--- config.mk ---
export PLATFORM = sky130hd
export DESIGN_NAME = gcr_six_and_two_sector_encoder
export DESIGN_NICKNAME = d
export VERILOG_FILES = /design/src/hw/rtl/gcr62_pkg.sv /design/src/hw/rtl/gcr62_ram.sv /design/src/hw/rtl/gcr62_front.sv /design/src/hw/rtl/gcr62_back.sv /design/src/hw/rtl/gcr_six_and_two_sector_encoder.sv
export SDC_FILE = /design/constraint.sdc
export NUM_CORES = 2
export LEC_CHECK = 0
export ABC_AREA = 1
export BUFFER_PORTS_ARGS = -buffer_cell sky130_fd_sc_hd__buf_2
export CAP_MARGIN = 20
export CORE_ASPECT_RATIO = 0.75
export CORE_UTILIZATION = 35
export DETAILED_ROUTE_END_ITERATION = 8
export PLACE_DENSITY_LB_ADDON = 0.25
export SLEW_MARGIN = 20
export SYNTH_ARGS = -nofsm -noshare
export SYNTH_HDL_FRONTEND = slang
export SYNTH_HIERARCHICAL = 1
export SYNTH_SLANG_ARGS = --single-unit
--- constraint.sdc ---
create_clock -name clk -period 4 [get_ports clk]
set_clock_uncertainty 0.1 [all_clocks]
set_input_delay 0.6 -clock clk [delete_from_list [all_inputs] [get_ports clk]]
set_output_delay 0.6 -clock clk [all_outputs]
set_load 0.1 [all_outputs]
--- src/hw/rtl/gcr62_pkg.sv ---
`timescale 1ns / 1ps

package gcr62_pkg;

  localparam logic [1:0] OP_START = 2'd0;
  localparam logic [1:0] OP_LOAD  = 2'd1;
  localparam logic [1:0] OP_PULL  = 2'd2;

  localparam logic [1:0] STATUS_OK         = 2'd0;
  localparam logic [1:0] STATUS_NOT_LOADED = 2'd1;
  localparam logic [1:0] STATUS_NO_FRAME   = 2'd2;

  localparam logic [1:0] CFG_VOLUME     = 2'd0;
  localparam logic [1:0] CFG_ADDR_GAP   = 2'd1;
  localparam logic [1:0] CFG_SECTOR_GAP = 2'd2;

  localparam logic [7:0] VOLUME_RESET     = 8'd254;
  localparam logic [5:0] ADDR_GAP_RESET   = 6'd6;
  localparam logic [5:0] SECTOR_GAP_RESET = 6'd27;

  localparam int SectorBytes = 256;
  localparam int AuxSlots    = 86;

  localparam logic [7:0] SYNC_BYTE = 8'hFF;
  localparam logic [8:0] ADDR_PRO_END = 9'd3;
  localparam logic [8:0] ADDR_FIELD_END = 9'd11;
  localparam logic [8:0] ADDR_EPI_END = 9'd14;
  localparam logic [8:0] MARK_LEN = 9'd3;
  localparam logic [8:0] DATA_NIBBLES = 9'd343;
  localparam logic [8:0] AUX_LAST = 9'd85;
  localparam logic [8:0] AUX_COUNT = 9'd86;
  localparam logic [8:0] CSUM_INDEX = 9'd342;
  localparam logic [7:0] PAIR1_BASE = 8'd86;
  localparam logic [7:0] PAIR2_BASE = 8'd172;
  localparam logic [6:0] PAIR2_SLOTS = 7'd84;

  typedef struct packed {
    logic [1:0] opcode;
    logic [7:0] track_num;
    logic [7:0] sector_num;
    logic [7:0] data_byte;
  } in_item_t;

  typedef struct packed {
    logic [7:0] nibble;
    logic       last;
    logic [1:0] status;
  } out_item_t;

  typedef enum logic [1:0] {
    KIND_START,
    KIND_LOAD,
    KIND_PULL,
    KIND_NOP
  } kind_t;

  typedef struct packed {
    kind_t      kind;
    logic [7:0] track_num;
    logic [7:0] sector_num;
    logic [7:0] data_byte;
  } q_item_t;

  typedef struct packed {
    logic    valid;
    q_item_t item;
  } q_req_t;

  typedef struct packed {
    logic [7:0] volume;
    logic [5:0] addr_gap;
    logic [5:0] sector_gap;
  } cfg_t;

  function automatic logic [7:0] gcr_encode(input logic [5:0] v);
    logic [7:0] r;
    case (v)
      6'd0:  r = 8'h96;  6'd1:  r = 8'h97;  6'd2:  r = 8'h9A;  6'd3:  r = 8'h9B;
      6'd4:  r = 8'h9D;  6'd5:  r = 8'h9E;  6'd6:  r = 8'h9F;  6'd7:  r = 8'hA6;
      6'd8:  r = 8'hA7;  6'd9:  r = 8'hAB;  6'd10: r = 8'hAC;  6'd11: r = 8'hAD;
      6'd12: r = 8'hAE;  6'd13: r = 8'hAF;  6'd14: r = 8'hB2;  6'd15: r = 8'hB3;
      6'd16: r = 8'hB4;  6'd17: r = 8'hB5;  6'd18: r = 8'hB6;  6'd19: r = 8'hB7;
      6'd20: r = 8'hB9;  6'd21: r = 8'hBA;  6'd22: r = 8'hBB;  6'd23: r = 8'hBC;
      6'd24: r = 8'hBD;  6'd25: r = 8'hBE;  6'd26: r = 8'hBF;  6'd27: r = 8'hCB;
      6'd28: r = 8'hCD;  6'd29: r = 8'hCE;  6'd30: r = 8'hCF;  6'd31: r = 8'hD3;
      6'd32: r = 8'hD6;  6'd33: r = 8'hD7;  6'd34: r = 8'hD9;  6'd35: r = 8'hDA;
      6'd36: r = 8'hDB;  6'd37: r = 8'hDC;  6'd38: r = 8'hDD;  6'd39: r = 8'hDE;
      6'd40: r = 8'hDF;  6'd41: r = 8'hE5;  6'd42: r = 8'hE6;  6'd43: r = 8'hE7;
      6'd44: r = 8'hE9;  6'd45: r = 8'hEA;  6'd46: r = 8'hEB;  6'd47: r = 8'hEC;
      6'd48: r = 8'hED;  6'd49: r = 8'hEE;  6'd50: r = 8'hEF;  6'd51: r = 8'hF2;
      6'd52: r = 8'hF3;  6'd53: r = 8'hF4;  6'd54: r = 8'hF5;  6'd55: r = 8'hF6;
      6'd56: r = 8'hF7;  6'd57: r = 8'hF9;  6'd58: r = 8'hFA;  6'd59: r = 8'hFB;
      6'd60: r = 8'hFC;  6'd61: r = 8'hFD;  6'd62: r = 8'hFE;  default: r = 8'hFF;
    endcase
    return r;
  endfunction

  function automatic logic [7:0] addr_prologue(input logic [1:0] i);
    logic [7:0] r;
    case (i)
      2'd0:    r = 8'hD5;
      2'd1:    r = 8'hAA;
      default: r = 8'h96;
    endcase
    return r;
  endfunction

  function automatic logic [7:0] data_prologue(input logic [1:0] i);
    logic [7:0] r;
    case (i)
      2'd0:    r = 8'hD5;
      2'd1:    r = 8'hAA;
      default: r = 8'hAD;
    endcase
    return r;
  endfunction

  function automatic logic [7:0] epilogue(input logic [1:0] i);
    logic [7:0] r;
    case (i)
      2'd0:    r = 8'hDE;
      2'd1:    r = 8'hAA;
      default: r = 8'hEB;
    endcase
    return r;
  endfunction

  // Address field bytes are sent in 4-and-4 form, odd bits first.
  function automatic logic [7:0] addr_field_byte(input logic [2:0] idx, input logic [7:0] vol,
                                                 input logic [7:0] trk, input logic [7:0] sec);
    logic [7:0] v;
    case (idx[2:1])
      2'd0:    v = vol;
      2'd1:    v = trk;
      2'd2:    v = sec;
      default: v = vol ^ trk ^ sec;
    endcase
    if (!idx[0]) begin
      v = {1'b0, v[7:1]};
    end
    return v | 8'hAA;
  endfunction

endpackage

--- src/hw/rtl/gcr62_ram.sv ---
`timescale 1ns / 1ps

module gcr62_ram #(
  parameter int WIDTH = 8,
  parameter int DEPTH = 256,
  localparam int AW = (DEPTH > 1) ? $clog2(DEPTH) : 1
) (
  input  logic             clk,
  input  logic             we,
  input  logic [AW-1:0]    waddr,
  input  logic [WIDTH-1:0] wdata,
  input  logic             re,
  input  logic [AW-1:0]    raddr,
  output logic [WIDTH-1:0] rdata
);

  logic [WIDTH-1:0] mem_r [DEPTH];
  logic [WIDTH-1:0] rdata_r;

  always_ff @(posedge clk) begin
    if (we) begin
      mem_r[waddr] <= wdata;
    end
    if (re) begin
      rdata_r <= mem_r[raddr];
    end
  end

  assign rdata = rdata_r;

endmodule

--- src/hw/rtl/gcr62_front.sv ---
`timescale 1ns / 1ps

module gcr62_front #(
  parameter int DEPTH = 2
) (
  input  logic               clk,
  input  logic               rst_n,
  input  logic               in_valid,
  output logic               in_ready,
  input  gcr62_pkg::in_item_t in_data,
  output gcr62_pkg::q_req_t  req,
  input  logic               req_ready
);

  import gcr62_pkg::*;

  localparam int PtrW = (DEPTH > 1) ? $clog2(DEPTH) : 1;
  localparam int CntW = $clog2(DEPTH + 1);

  q_item_t           mem_r [DEPTH];
  q_item_t           item_w;
  logic [PtrW-1:0]   wr_ptr_r, wr_ptr_nxt;
  logic [PtrW-1:0]   rd_ptr_r, rd_ptr_nxt;
  logic [CntW-1:0]   count_r, count_nxt;
  logic              push, pop;

  always_comb begin
    item_w.track_num  = in_data.track_num;
    item_w.sector_num = in_data.sector_num;
    item_w.data_byte  = in_data.data_byte;
    case (in_data.opcode)
      OP_START: item_w.kind = KIND_START;
      OP_LOAD:  item_w.kind = KIND_LOAD;
      OP_PULL:  item_w.kind = KIND_PULL;
      default:  item_w.kind = KIND_NOP;
    endcase
  end

  assign in_ready  = (count_r != CntW'(DEPTH));
  assign push      = in_valid && in_ready;
  assign req.valid = (count_r != '0);
  assign req.item  = mem_r[rd_ptr_r];
  assign pop       = req.valid && req_ready;

  always_comb begin
    wr_ptr_nxt = wr_ptr_r;
    rd_ptr_nxt = rd_ptr_r;
    count_nxt  = count_r;
    if (push) begin
      wr_ptr_nxt = (wr_ptr_r == PtrW'(DEPTH - 1)) ? '0 : wr_ptr_r + 1'b1;
    end
    if (pop) begin
      rd_ptr_nxt = (rd_ptr_r == PtrW'(DEPTH - 1)) ? '0 : rd_ptr_r + 1'b1;
    end
    if (push && !pop) begin
      count_nxt = count_r + 1'b1;
    end else if (pop && !push) begin
      count_nxt = count_r - 1'b1;
    end
  end

  always_ff @(posedge clk) begin
    if (!rst_n) begin
      wr_ptr_r <= '0;
      rd_ptr_r <= '0;
      count_r  <= '0;
    end else begin
      wr_ptr_r <= wr_ptr_nxt;
      rd_ptr_r <= rd_ptr_nxt;
      count_r  <= count_nxt;
    end
  end

  always_ff @(posedge clk) begin
    if (push) begin
      mem_r[wr_ptr_r] <= item_w;
    end
  end

endmodule

--- src/hw/rtl/gcr62_back.sv ---
`timescale 1ns / 1ps

module gcr62_back (
  input  logic                clk,
  input  logic                rst_n,
  input  gcr62_pkg::q_req_t   req,
  output logic                req_ready,
  input  gcr62_pkg::cfg_t     cfg,
  output logic                out_valid,
  input  logic                out_ready,
  output gcr62_pkg::out_item_t out_data
);

  import gcr62_pkg::*;

  typedef enum logic [1:0] {
    SEG_CONST,
    SEG_AUX,
    SEG_PRIM,
    SEG_CSUM
  } seg_t;

  // Frame state.
  logic [8:0] pos_r, pos_nxt;
  logic [8:0] load_r, load_nxt;
  logic       active_r, active_nxt;
  logic [7:0] track_r, track_nxt;
  logic [7:0] sector_r, sector_nxt;
  logic [5:0] chain_r, chain_nxt;

  // Second stage.
  logic       b_valid_r, b_valid_nxt;
  logic       b_clear_r, b_clear_nxt;
  seg_t       b_seg_r, b_seg_nxt;
  logic [7:0] b_const_r, b_const_nxt;
  logic       b_last_r, b_last_nxt;
  logic [1:0] b_status_r, b_status_nxt;
  logic       b_hi_zero_r, b_hi_zero_nxt;

  logic       out_valid_r, out_valid_nxt;
  out_item_t  out_item_r, out_item_nxt;

  logic       a_fire, b_adv;

  // Memory ports.
  logic       prim_we, aux0_we, aux1_we, aux2_we, ram_re;
  logic [7:0] prim_waddr, prim_raddr;
  logic [6:0] aux_waddr, aux_raddr;
  logic [5:0] prim_wdata, prim_rdata;
  logic [1:0] aux_wdata, aux0_rdata, aux1_rdata, aux2_rdata;

  // Frame layout from the current register values.
  logic [8:0] gap1_end, dpro_end, data_end, epi_end;
  logic [9:0] frame_end, pos_inc;
  logic [8:0] off_addr, off_epi1, off_dpro, off_data, off_epi2;
  logic [7:0] load_idx;

  assign gap1_end  = ADDR_EPI_END + {3'b000, cfg.addr_gap};
  assign dpro_end  = gap1_end + MARK_LEN;
  assign data_end  = dpro_end + DATA_NIBBLES;
  assign epi_end   = data_end + MARK_LEN;
  assign frame_end = {1'b0, epi_end} + {4'b0000, cfg.sector_gap};
  assign pos_inc   = {1'b0, pos_r} + 10'd1;
  assign off_addr  = pos_r - ADDR_PRO_END;
  assign off_epi1  = pos_r - ADDR_FIELD_END;
  assign off_dpro  = pos_r - gap1_end;
  assign off_data  = pos_r - dpro_end;
  assign off_epi2  = pos_r - data_end;
  assign load_idx  = load_r[7:0];

  assign b_adv     = b_valid_r && (b_clear_r || !out_valid_r || out_ready);
  assign a_fire    = req.valid && (!b_valid_r || b_adv);
  assign req_ready = !b_valid_r || b_adv;
  assign ram_re    = a_fire;

  always_comb begin
    pos_nxt       = pos_r;
    load_nxt      = load_r;
    active_nxt    = active_r;
    track_nxt     = track_r;
    sector_nxt    = sector_r;
    b_valid_nxt   = b_valid_r;
    b_clear_nxt   = b_clear_r;
    b_seg_nxt     = b_seg_r;
    b_const_nxt   = b_const_r;
    b_last_nxt    = b_last_r;
    b_status_nxt  = b_status_r;
    b_hi_zero_nxt = b_hi_zero_r;
    prim_we       = 1'b0;
    aux0_we       = 1'b0;
    aux1_we       = 1'b0;
    aux2_we       = 1'b0;
    prim_waddr    = load_idx;
    prim_wdata    = req.item.data_byte[7:2];
    aux_wdata     = {req.item.data_byte[0], req.item.data_byte[1]};
    aux_waddr     = 7'(load_idx);
    prim_raddr    = 8'(off_data - AUX_COUNT);
    aux_raddr     = 7'(AUX_LAST - off_data);
    if (b_adv) begin
      b_valid_nxt = 1'b0;
    end
    if (a_fire) begin
      case (req.item.kind)
        KIND_START: begin
          track_nxt   = req.item.track_num;
          sector_nxt  = req.item.sector_num;
          load_nxt    = '0;
          pos_nxt     = '0;
          active_nxt  = 1'b1;
          b_valid_nxt = 1'b1;
          b_clear_nxt = 1'b1;
        end
        KIND_LOAD: begin
          if (!load_r[8]) begin
            prim_we  = 1'b1;
            load_nxt = load_r + 9'd1;
            if (load_idx < PAIR1_BASE) begin
              aux0_we = 1'b1;
            end else if (load_idx < PAIR2_BASE) begin
              aux1_we   = 1'b1;
              aux_waddr = 7'(load_idx - PAIR1_BASE);
            end else begin
              aux2_we   = 1'b1;
              aux_waddr = 7'(load_idx - PAIR2_BASE);
            end
          end
        end
        KIND_PULL: begin
          b_valid_nxt   = 1'b1;
          b_clear_nxt   = 1'b0;
          b_seg_nxt     = SEG_CONST;
          b_const_nxt   = 8'h00;
          b_last_nxt    = 1'b0;
          b_status_nxt  = STATUS_OK;
          b_hi_zero_nxt = (aux_raddr >= PAIR2_SLOTS);
          if (!active_r) begin
            b_status_nxt = STATUS_NO_FRAME;
          end else if (pos_r >= dpro_end && pos_r < data_end && !load_r[8]) begin
            b_status_nxt = STATUS_NOT_LOADED;
          end else begin
            b_last_nxt = (pos_inc >= frame_end);
            pos_nxt    = pos_inc[8:0];
            if (pos_inc >= frame_end) begin
              active_nxt = 1'b0;
            end
            if (pos_r < ADDR_PRO_END) begin
              b_const_nxt = addr_prologue(pos_r[1:0]);
            end else if (pos_r < ADDR_FIELD_END) begin
              b_const_nxt = addr_field_byte(off_addr[2:0], cfg.volume, track_r, sector_r);
            end else if (pos_r < ADDR_EPI_END) begin
              b_const_nxt = epilogue(off_epi1[1:0]);
            end else if (pos_r < gap1_end) begin
              b_const_nxt = SYNC_BYTE;
            end else if (pos_r < dpro_end) begin
              b_const_nxt = data_prologue(off_dpro[1:0]);
            end else if (pos_r < data_end) begin
              if (off_data < AUX_COUNT) begin
                b_seg_nxt = SEG_AUX;
              end else if (off_data < CSUM_INDEX) begin
                b_seg_nxt = SEG_PRIM;
              end else begin
                b_seg_nxt = SEG_CSUM;
              end
            end else if (pos_r < epi_end) begin
              b_const_nxt = epilogue(off_epi2[1:0]);
            end else begin
              b_const_nxt = SYNC_BYTE;
            end
          end
        end
        default: begin
        end
      endcase
    end
  end

  logic [5:0] aux_value, data_value;

  // The last two auxiliary slots get no third bit pair.
  assign aux_value  = {b_hi_zero_r ? 2'b00 : aux2_rdata, aux1_rdata, aux0_rdata};
  assign data_value = (b_seg_r == SEG_AUX) ? aux_value : prim_rdata;

  always_comb begin
    chain_nxt     = chain_r;
    out_valid_nxt = out_valid_r;
    out_item_nxt  = out_item_r;
    if (out_valid_r && out_ready) begin
      out_valid_nxt = 1'b0;
    end
    if (b_adv) begin
      if (b_clear_r) begin
        chain_nxt = '0;
      end else begin
        out_valid_nxt       = 1'b1;
        out_item_nxt.last   = b_last_r;
        out_item_nxt.status = b_status_r;
        case (b_seg_r)
          SEG_AUX, SEG_PRIM: begin
            out_item_nxt.nibble = gcr_encode(data_value ^ chain_r);
            chain_nxt           = data_value;
          end
          SEG_CSUM: out_item_nxt.nibble = gcr_encode(chain_r);
          default:  out_item_nxt.nibble = b_const_r;
        endcase
      end
    end
  end

  always_ff @(posedge clk) begin
    if (!rst_n) begin
      pos_r       <= '0;
      load_r      <= '0;
      active_r    <= 1'b0;
      track_r     <= '0;
      sector_r    <= '0;
      chain_r     <= '0;
      b_valid_r   <= 1'b0;
      out_valid_r <= 1'b0;
    end else begin
      pos_r       <= pos_nxt;
      load_r      <= load_nxt;
      active_r    <= active_nxt;
      track_r     <= track_nxt;
      sector_r    <= sector_nxt;
      chain_r     <= chain_nxt;
      b_valid_r   <= b_valid_nxt;
      out_valid_r <= out_valid_nxt;
    end
  end

  always_ff @(posedge clk) begin
    b_clear_r   <= b_clear_nxt;
    b_seg_r     <= b_seg_nxt;
    b_const_r   <= b_const_nxt;
    b_last_r    <= b_last_nxt;
    b_status_r  <= b_status_nxt;
    b_hi_zero_r <= b_hi_zero_nxt;
    out_item_r  <= out_item_nxt;
  end

  assign out_valid = out_valid_r;
  assign out_data  = out_item_r;

  gcr62_ram #(.WIDTH(6), .DEPTH(SectorBytes)) u_prim_ram (
    .clk   (clk),
    .we    (prim_we),
    .waddr (prim_waddr),
    .wdata (prim_wdata),
    .re    (ram_re),
    .raddr (prim_raddr),
    .rdata (prim_rdata)
  );

  gcr62_ram #(.WIDTH(2), .DEPTH(AuxSlots)) u_aux0_ram (
    .clk   (clk),
    .we    (aux0_we),
    .waddr (aux_waddr),
    .wdata (aux_wdata),
    .re    (ram_re),
    .raddr (aux_raddr),
    .rdata (aux0_rdata)
  );

  gcr62_ram #(.WIDTH(2), .DEPTH(AuxSlots)) u_aux1_ram (
    .clk   (clk),
    .we    (aux1_we),
    .waddr (aux_waddr),
    .wdata (aux_wdata),
    .re    (ram_re),
    .raddr (aux_raddr),
    .rdata (aux1_rdata)
  );

  gcr62_ram #(.WIDTH(2), .DEPTH(AuxSlots)) u_aux2_ram (
    .clk   (clk),
    .we    (aux2_we),
    .waddr (aux_waddr),
    .wdata (aux_wdata),
    .re    (ram_re),
    .raddr (aux_raddr),
    .rdata (aux2_rdata)
  );

endmodule

--- src/hw/rtl/gcr_six_and_two_sector_encoder.sv ---
`timescale 1ns / 1ps
// An accepted pull passes the issue stage register, then the output register.
// Throughput: one transaction per cycle while out_ready drains results; the
// input queue, issue stage and registered memory read each take one per cycle.
// Reset: synchronous, active low; clears the queue, the pipeline and the frame
// state at once, with no clearing pass over the memories.

module gcr_six_and_two_sector_encoder #(
  parameter int QUEUE_DEPTH = 2
) (
  input  logic                 clk,
  input  logic                 rst_n,
  input  logic                 in_valid,
  output logic                 in_ready,
  input  gcr62_pkg::in_item_t  in_data,
  output logic                 out_valid,
  input  logic                 out_ready,
  output gcr62_pkg::out_item_t out_data,
  input  logic                 cfg_wr_en,
  input  logic [1:0]           cfg_index,
  input  logic [7:0]           cfg_wdata
);

  import gcr62_pkg::*;

  cfg_t   cfg_r, cfg_nxt;
  q_req_t req;
  logic   req_ready;

  always_comb begin
    cfg_nxt = cfg_r;
    if (cfg_wr_en) begin
      case (cfg_index)
        CFG_VOLUME:     cfg_nxt.volume     = cfg_wdata;
        CFG_ADDR_GAP:   cfg_nxt.addr_gap   = cfg_wdata[5:0];
        CFG_SECTOR_GAP: cfg_nxt.sector_gap = cfg_wdata[5:0];
        default: begin
        end
      endcase
    end
  end

  always_ff @(posedge clk) begin
    if (!rst_n) begin
      cfg_r.volume     <= VOLUME_RESET;
      cfg_r.addr_gap   <= ADDR_GAP_RESET;
      cfg_r.sector_gap <= SECTOR_GAP_RESET;
    end else begin
      cfg_r <= cfg_nxt;
    end
  end

  gcr62_front #(.DEPTH(QUEUE_DEPTH)) u_front (
    .clk       (clk),
    .rst_n     (rst_n),
    .in_valid  (in_valid),
    .in_ready  (in_ready),
    .in_data   (in_data),
    .req       (req),
    .req_ready (req_ready)
  );

  gcr62_back u_back (
    .clk       (clk),
    .rst_n     (rst_n),
    .req       (req),
    .req_ready (req_ready),
    .cfg       (cfg_r),
    .out_valid (out_valid),
    .out_ready (out_ready),
    .out_data  (out_data)
  );

endmodule

Word level (Yosys, flattened, before mapping)
Memory sizes are Yosys's and may differ from the RTL's. A register that Yosys moved wholly into a read port is not among the register bits.
Cells that the tools add are included.
{"block": "totals", "reg_bits": 93, "latchBits": 0, "ramBits": 2104, "rom_bits": 896, "inputBits": 41, "out_inout_bits": 13, "word_cells": 214, "n_memories": 7}
{"memory": "u_back.u_prim_ram.mem_r", "words": 256, "width": 6, "rd": 1, "rd_ports_with_merged_regs": 1, "write_ports": 1, "line": "gcr62_ram.sv:17", "rtl": "logic [WIDTH-1:0] mem_r [DEPTH];"}
{"memory": "(no name shown)", "words": 64, "width": 7, "rd": 1, "rd_ports_with_merged_regs": 0, "write_ports": 0, "line": "gcr62_pkg.sv:77", "rtl": "case (v)"}
{"memory": "(no name shown)", "words": 64, "width": 7, "rd": 1, "rd_ports_with_merged_regs": 1, "write_ports": 0, "line": "gcr62_pkg.sv:77"}
{"memory": "u_back.u_aux0_ram.mem_r", "words": 86, "width": 2, "rd": 1, "rd_ports_with_merged_regs": 1, "write_ports": 1, "line": "gcr62_ram.sv:17"}
{"memory": "u_back.u_aux1_ram.mem_r", "words": 86, "width": 2, "rd": 1, "rd_ports_with_merged_regs": 1, "write_ports": 1, "line": "gcr62_ram.sv:17"}
{"memory": "u_back.u_aux2_ram.mem_r", "words": 86, "width": 2, "rd": 1, "rd_ports_with_merged_regs": 1, "write_ports": 1, "line": "gcr62_ram.sv:17"}
{"memory": "+1 memories"}
{"block": "classes", "n_addsub": 20, "mul": 0, "div_mod_pow": 0, "order_cmp": 14, "eq_ne": 19, "n_shift": 0, "mux": 78, "bitwise": 6, "n_reduce_logical": 45}
{"operator": "one-hot mux 7 bit (2 select lines)", "n": 4}
{"operator": "two-way mux 7 bit", "n": 7}
{"operator": "two-way mux 8 bit", "n": 6}
{"operator": "two-way mux 1 bit", "n": 43}
{"operator": "one-hot mux 9 bit (2 select lines)", "n": 2}
{"operator": "two-way mux 6 bit", "n": 5}
{"operator": "less-than comparator 9 bit", "n": 3}
{"operator": "two-way mux 9 bit", "n": 3}
{"operator": "one-hot mux 8 bit (3 select lines)", "n": 1}
{"operator": "== test 2 x 1 -> 1 bit (second input constant)", "n": 9}
{"operator": "less-than comparator 9 x 4 -> 1 bit (second input constant)", "n": 2}
{"operator": "AND reduction 2 bit", "n": 9}
{"operator": "logical NOT 2 bit", "n": 8}
{"operator": "one-hot mux 8 bit (2 select lines)", "n": 1}
{"operator": "bitwise XOR 8 bit", "n": 2}
{"operator": "== test 2 bit (second input constant)", "n": 6}
{"operator": "adder 9 x 1 -> 10 bit (second input constant)", "n": 1}
{"operator": "adder 9 x 6 -> 10 bit", "n": 1}
{"operator": "greater-or-equal comparator 10 bit", "n": 1}
{"operator": "nonzero test 2 bit", "n": 5}
{"operator": "adder 9 x 1 -> 9 bit (second input constant)", "n": 1}
{"operator": "adder 9 x 2 -> 9 bit (second input constant)", "n": 1}
{"operator": "adder 9 bit (second input constant)", "n": 1}
{"operator": "greater-or-equal comparator 9 bit", "n": 1}
{"operator": "35 further kinds", "n": 59}

Depth between registers and ports, before layout
{"block": "logic_depth", "depth_word": 13, "mapped_depth": 32, "mapped_depth_nobuf": 32}

Modules after synthesis
The synthesis kept the hierarchy.
{"mod": "gcr62_ram at u_back.u_prim_ram", "instances": 1, "cells_each": 5386, "area_each_um2": 63211.9, "seq_area_each_um2": 46304.4}
{"mod": "gcr62_ram at u_back.u_aux0_ram ...", "instances": 3, "cells_each": 701, "area_each_um2": 7472.2, "seq_area_each_um2": 5225.0}
{"mod": "gcr62_back", "instances": 1, "cells_each": 1095, "area_each_um2": 7330.8, "seq_area_each_um2": 1781.7}
{"mod": "gcr62_front", "instances": 1, "cells_each": 120, "area_each_um2": 2228.4, "seq_area_each_um2": 1661.6}
{"mod": "gcr_six_and_two_sector_encoder", "instances": 1, "cells_each": 105, "area_each_um2": 827.0, "seq_area_each_um2": 400.4}

Least setup slack after synthesis
OpenSTA, ideal clock, no wires.
{"block": "synth_timing", "path_kind": "reg-to-reg", "startpoint": "register cfg_r[6] in the netlist's numbering", "endpoint": "register u_back.active_r", "arrival_ns": 3.952, "required_ns": 3.791, "setup_slack_ns": -0.161, "path_stages_with_launch": 29, "period_less_slack_ns": 4.161, "cell_sequence": "dfxtp_1 > inv_1 > ha_1 > inv_1 > nand2_1 > nor2_1 > inv_1 > nand2_1 > nand2_1 > xnor2_1 > inv_1 > ha_1 > nand2_1 > o21ai_0 > a21oi_1 > o21bai_1 > inv_1 > or2_2 > nor2_1 > ha_1 > nand2_1 > nor3_1 > o211ai_1 > o2111ai_1 > a41oi_1 > o21ai_0 > o211ai_1 > nand2_1 > inv_1"}
{"block": "synth_via", "elab_chain_len": 10, "word_cells_on_any_way": 14}
{"element": "start, declared", "line": "gcr_six_and_two_sector_encoder.sv:26", "rtl": "cfg_t cfg_r, cfg_nxt;"}
{"element": "start signal, assigned", "line": "gcr_six_and_two_sector_encoder.sv:49", "rtl": "cfg_r <= cfg_nxt;"}
{"element": "adder 4 x 6 -> 7 bit *", "line": "gcr62_back.sv:58", "rtl": "assign gap1_end = ADDR_EPI_END + {3'b000, cfg.addr_gap};"}
{"element": "adder 7 x 2 -> 8 bit *", "line": "gcr62_back.sv:59", "rtl": "assign dpro_end = gap1_end + MARK_LEN;"}
{"element": "adder 9 bit", "line": "gcr62_back.sv:60", "rtl": "assign data_end = dpro_end + DATA_NIBBLES;"}
{"element": "adder 9 x 2 -> 9 bit", "line": "gcr62_back.sv:61", "rtl": "assign epi_end = data_end + MARK_LEN;"}
{"element": "adder 9 x 6 -> 10 bit", "line": "gcr62_back.sv:62", "rtl": "assign frame_end = {1'b0, epi_end} + {4'b0000, cfg.sector_gap};"}
{"element": "greater-or-equal comparator 10 bit", "line": "gcr62_back.sv:143", "rtl": "if (pos_inc >= frame_end) begin"}
{"element": "two-way mux 1 bit", "line": "gcr62_back.sv:143"}
{"element": "two-way mux 1 bit *", "line": "gcr62_back.sv:138", "rtl": "end else if (pos_r >= dpro_end && pos_r < data_end && !load_r[8]) begin"}
{"element": "two-way mux 1 bit *", "line": "gcr62_back.sv:136", "rtl": "if (!active_r) begin"}
{"element": "one-hot mux 1 bit (2 select lines) *", "line": "gcr62_back.sv:103", "rtl": "case (req.item.kind)"}
{"element": "end signal, assigned", "line": "gcr62_back.sv:222", "rtl": "active_r <= active_nxt;"}
{"element": "end, declared", "line": "gcr62_back.sv:26", "rtl": "logic active_r, active_nxt;"}
Every way passes the cells marked *; elsewhere a longest branch is shown, timed or not.
A chain may end at the register's enable or synchronous reset.

Worst setup path in the final report
{"block": "layout_timing", "startpoint": "register cfg_r[7] in the netlist's numbering", "endpoint": "register u_back.active_r"}
The elaborated chain is that of the path after synthesis.

==> results.txt <==
Register area share after synthesis: 68.6%
Pwr dens: 878 mW/mm^2
Area growth, synth to finish: 16.8%
# clock sinks: 2217
Setup-failing EPs final: 2
Die X: 607 microns
Drt drc: 0
Routed WL per cell: 21.8 microns
Final period demand of the worst path: 4130 ps
Fin worst setup slack: -130 ps
Peak VDD IR: 0.000761 V
P_leak: 0.0401 uW
Combinational fraction of design power: 50.2%
Max Slew Vio Count: 0
Worst Hold Class: input port to flop
Worst-case clock buffer depth: 4
Fillers: 25900
Number of synthesized register bits: 2217
Place WS: -394 ps
Total wire length: 282000 microns
Max-cap viol count: 0
WP data required: 4640 ps
Die H: 456 microns
Vias per inst: 5.24
DR iter-0 viols: 6973
Post-synthesis async set-or-reset flop share: 0%
Dpl cell area: 0.103 sq mm
GRT Residual Overflow: 0
Detailed-router iteration count before antenna repair: 8
Hold Vio Cnt, Final: 0
Syn. warnings: 6
Final instance area: 0.112 sq mm
CTS tree: built
Status: finished with violations
Io pins: 54
Sequential share of power: 28.8%
Post-synth EDFFs: 2142
Internal power: 55700 uW
Via count: 67700
Final ANT Viol Nets: 0
Initial core utilization: 35.2%
Worst-path clk slew: 60 ps
Mapped Area: 0.0960 sq mm
Die area: 0.276 sq mm
HPWL Detailed: 172000 microns
Post-Syn Instances: 8809
Seq. cell area: 0.0658 sq mm
CP Class: flop to flop
Largest net degree at the start of global routing: 130
CP Launch Type: flop
WP buf/inv: 9
Failing checks: setup timing
Fin crit share: 103%
Clock latency on the worst-skew pair: 910 ps
Worst hold margin: 92.5 ps
Sw Ratio: 43.5%
RSZ-0062 raised after global routing: yes
Multi-input gate area: 0.0275 sq mm
GRT Util Overall: 19.8%
Global-route wire length before repair: 417000 microns
Share of cells above drive strength 1: 12.4%
CP peak stage delay: 330 ps
Slew margin rel.: 33.1%
Crit end category: flop
I/O Buffers: 53
Slowest-stage cell, CP: dfxtp_2
Reg2reg path depth: 29
Main flop type after synthesis: edfxtp_1
FP Rows: 166
Hold-critical path depth: 3
Final Wtd Congestion: 0.883
Distinct cells, synth: 61
Sw power: 42800 uW
Clk network pwr share: 21.0%
Synth Area per Inst: 10.9 sq um
Core area: 0.273 sq mm
Fmax: 242 MHz
Worst Path Max Fanout: 5
Worst-margin pin slew: 1000 ps
Initial antenna violation count: 10
Data arrival, critical path: 4770 ps
Worst path depth: 29
Vias in the first global route: 64900
Crit path max-delay family: compound AO/OA/AOI/OAI gates
Root Driver: clkbuf_16
Nets: 9250
Cts bufs inserted: 226
H-tree Lvls: 4
## per-layer routing
layer	global-route usage (%)	vias up	part of all wire, %
met5	0	-	0.0046
met4	4.65	2	2.3
met3	3.49	388	7.9
met2	29.8	2359	44
met1	29.5	33600	46
li1	-	31300	-
## cells by family after synthesis
| logic type | count (synthesis) | synth area share, % |
|---|---|---|
| adders and majority gates | 82 | 1.08 |
| AOI/OAI and AO/OA | 339 | 2.08 |
| muxes | 26 | 0.383 |
| other | 2 | 0.00782 |
| xor gates and xnor gates | 46 | 0.420 |
| buffers and inverters | 817 | 4.08 |
| and+or+nand+nor | 5280 | 23.4 |
| DFF | 2217 | 68.6 |
## synthesized netlist by cell type (all sizes together), types with 2 or more instances
cell | number | share of area [%]
a211oi | 4 | 0.031
inv | 314 | 1.2
fa | 2 | 0.042
a21oi | 104 | 0.56
nand2 | 2557 | 10
o211ai | 27 | 0.21
nor4 | 3 | 0.020
xnor2 | 14 | 0.13
o21a | 3 | 0.023
edfxtp | 2142 | 67
conb | 2 | 0.0078
o311ai | 2 | 0.018
or2 | 10 | 0.065
o22ai | 20 | 0.13
xor2 | 32 | 0.29
clkinv | 8 | 0.031
o21bai | 3 | 0.023
o221ai | 11 | 0.10
nand4 | 12 | 0.094
o21ai | 124 | 0.65
o2111ai | 4 | 0.036
clkbuf | 137 | 0.54
and2 | 3 | 0.020
a22oi | 12 | 0.094
dfxtp | 75 | 1.6
o31ai | 8 | 0.063
nand3 | 1912 | 10
buf | 358 | 2.3
nor3 | 43 | 0.22
a221oi | 3 | 0.027
a31oi | 6 | 0.039
mux2 | 26 | 0.38
a32o | 2 | 0.021
nor2 | 739 | 2.9
ha | 80 | 1.0
## cells in the final DEF (no fill, tap or decap), types with 17 or more instances in the layout
master and n:
nand2_1 2483, nand3_1 1856, inv_1 270, dfxtp_1 70, clkbuf_1 53, buf_4 364
nand3_2 50, edfxtp_1 2142, dlygate4sd3_1 35, nor2_1 722, buf_6 20, xor2_1 25
clkinv_2 40, clkinv_1 50, ha_1 61, nor3_1 39, bufinv_16 19, o21ai_0 110
inv_2 28, o22ai_1 20, nand2_4 17, mux2_4 17, o211ai_1 27, a21oi_1 90
clkbuf_16 235, ha_4 19, nand2_2 56, buf_2 53, buf_12 96
## power groups by stage
stage / sequential [uW] / combinational [uW] / clock [uW]
floorplan: 29000 / 25600 / 0
global placement: 28900 / 44900 / 0
detailed placement: 28900 / 45100 / 0
CTS: 28400 / 46100 / 21100
global route: 28400 / 52900 / 22000
finish: 28400 / 49400 / 20700
## layout make-up
class                      count  area share [%]
sequential                  2217            58.7
inverter                     322            1.14
clock inverter               120           0.993
multi-input combinational   5776            24.6
tap                         3612            4.03
clock buffer                 283            5.31
antenna                        1         0.00223
timing repair buffer         584            5.27
## worst min-delay path, delay by kind of cell
family	cells	cell delay [ps]
buffers and inverters	1	170
and+or+nand+nor	2	210
## flip-flops by register name (all words and copies together), names as in the netlist, 11 cells and up, named ones only
name                     count
cfg_r                       20
u_back/u_aux1_ram/mem_r    172
u_back/u_aux2_ram/mem_r    172
u_back/out_data             11
u_back/u_aux0_ram/mem_r    172
u_front/mem_r               52
u_back/u_prim_ram/mem_r   1536
## worst paths after layout
kind                                            to                  from  slack (ps)
worst min register to register  u_back/out_data[1]  u_back/b_status_r[1]         330
worst min-delay path                      cfg_r[7]          cfg_index[0]          90
worst max register to register     u_back/active_r              cfg_r[7]        -130
worst max-delay path               u_back/active_r              cfg_r[7]        -130
## stage by stage
stage / TNS, ps / util [%] / instances / total power [uW]
5_1_grt: -1450 / 41.1 / 12900 / 103000
6_report: -241 / 41.1 / 12900 / 98500
3_5_place_dp: -2800 / 37.7 / 12400 / 74000
2_1_floorplan: 0 / - / 8810 / 54600
4_1_cts: -88.6 / 40.6 / 12900 / 95700
3_3_place_gp: -3240 / 37.7 / 12400 / 73800
## repair_timing
action / in CTS / in global routing
gates cloned: 4 / 5
resized for setup: 92 / 203
setup buffers: 20 / 32
pin swaps: 49 / 76
endpoints found under the setup margin: 13 / 69
hold buffers: 35 / 0
hold endpoints to repair: 72 / 0
Note: power is estimated with default switching activity, not from simulation.
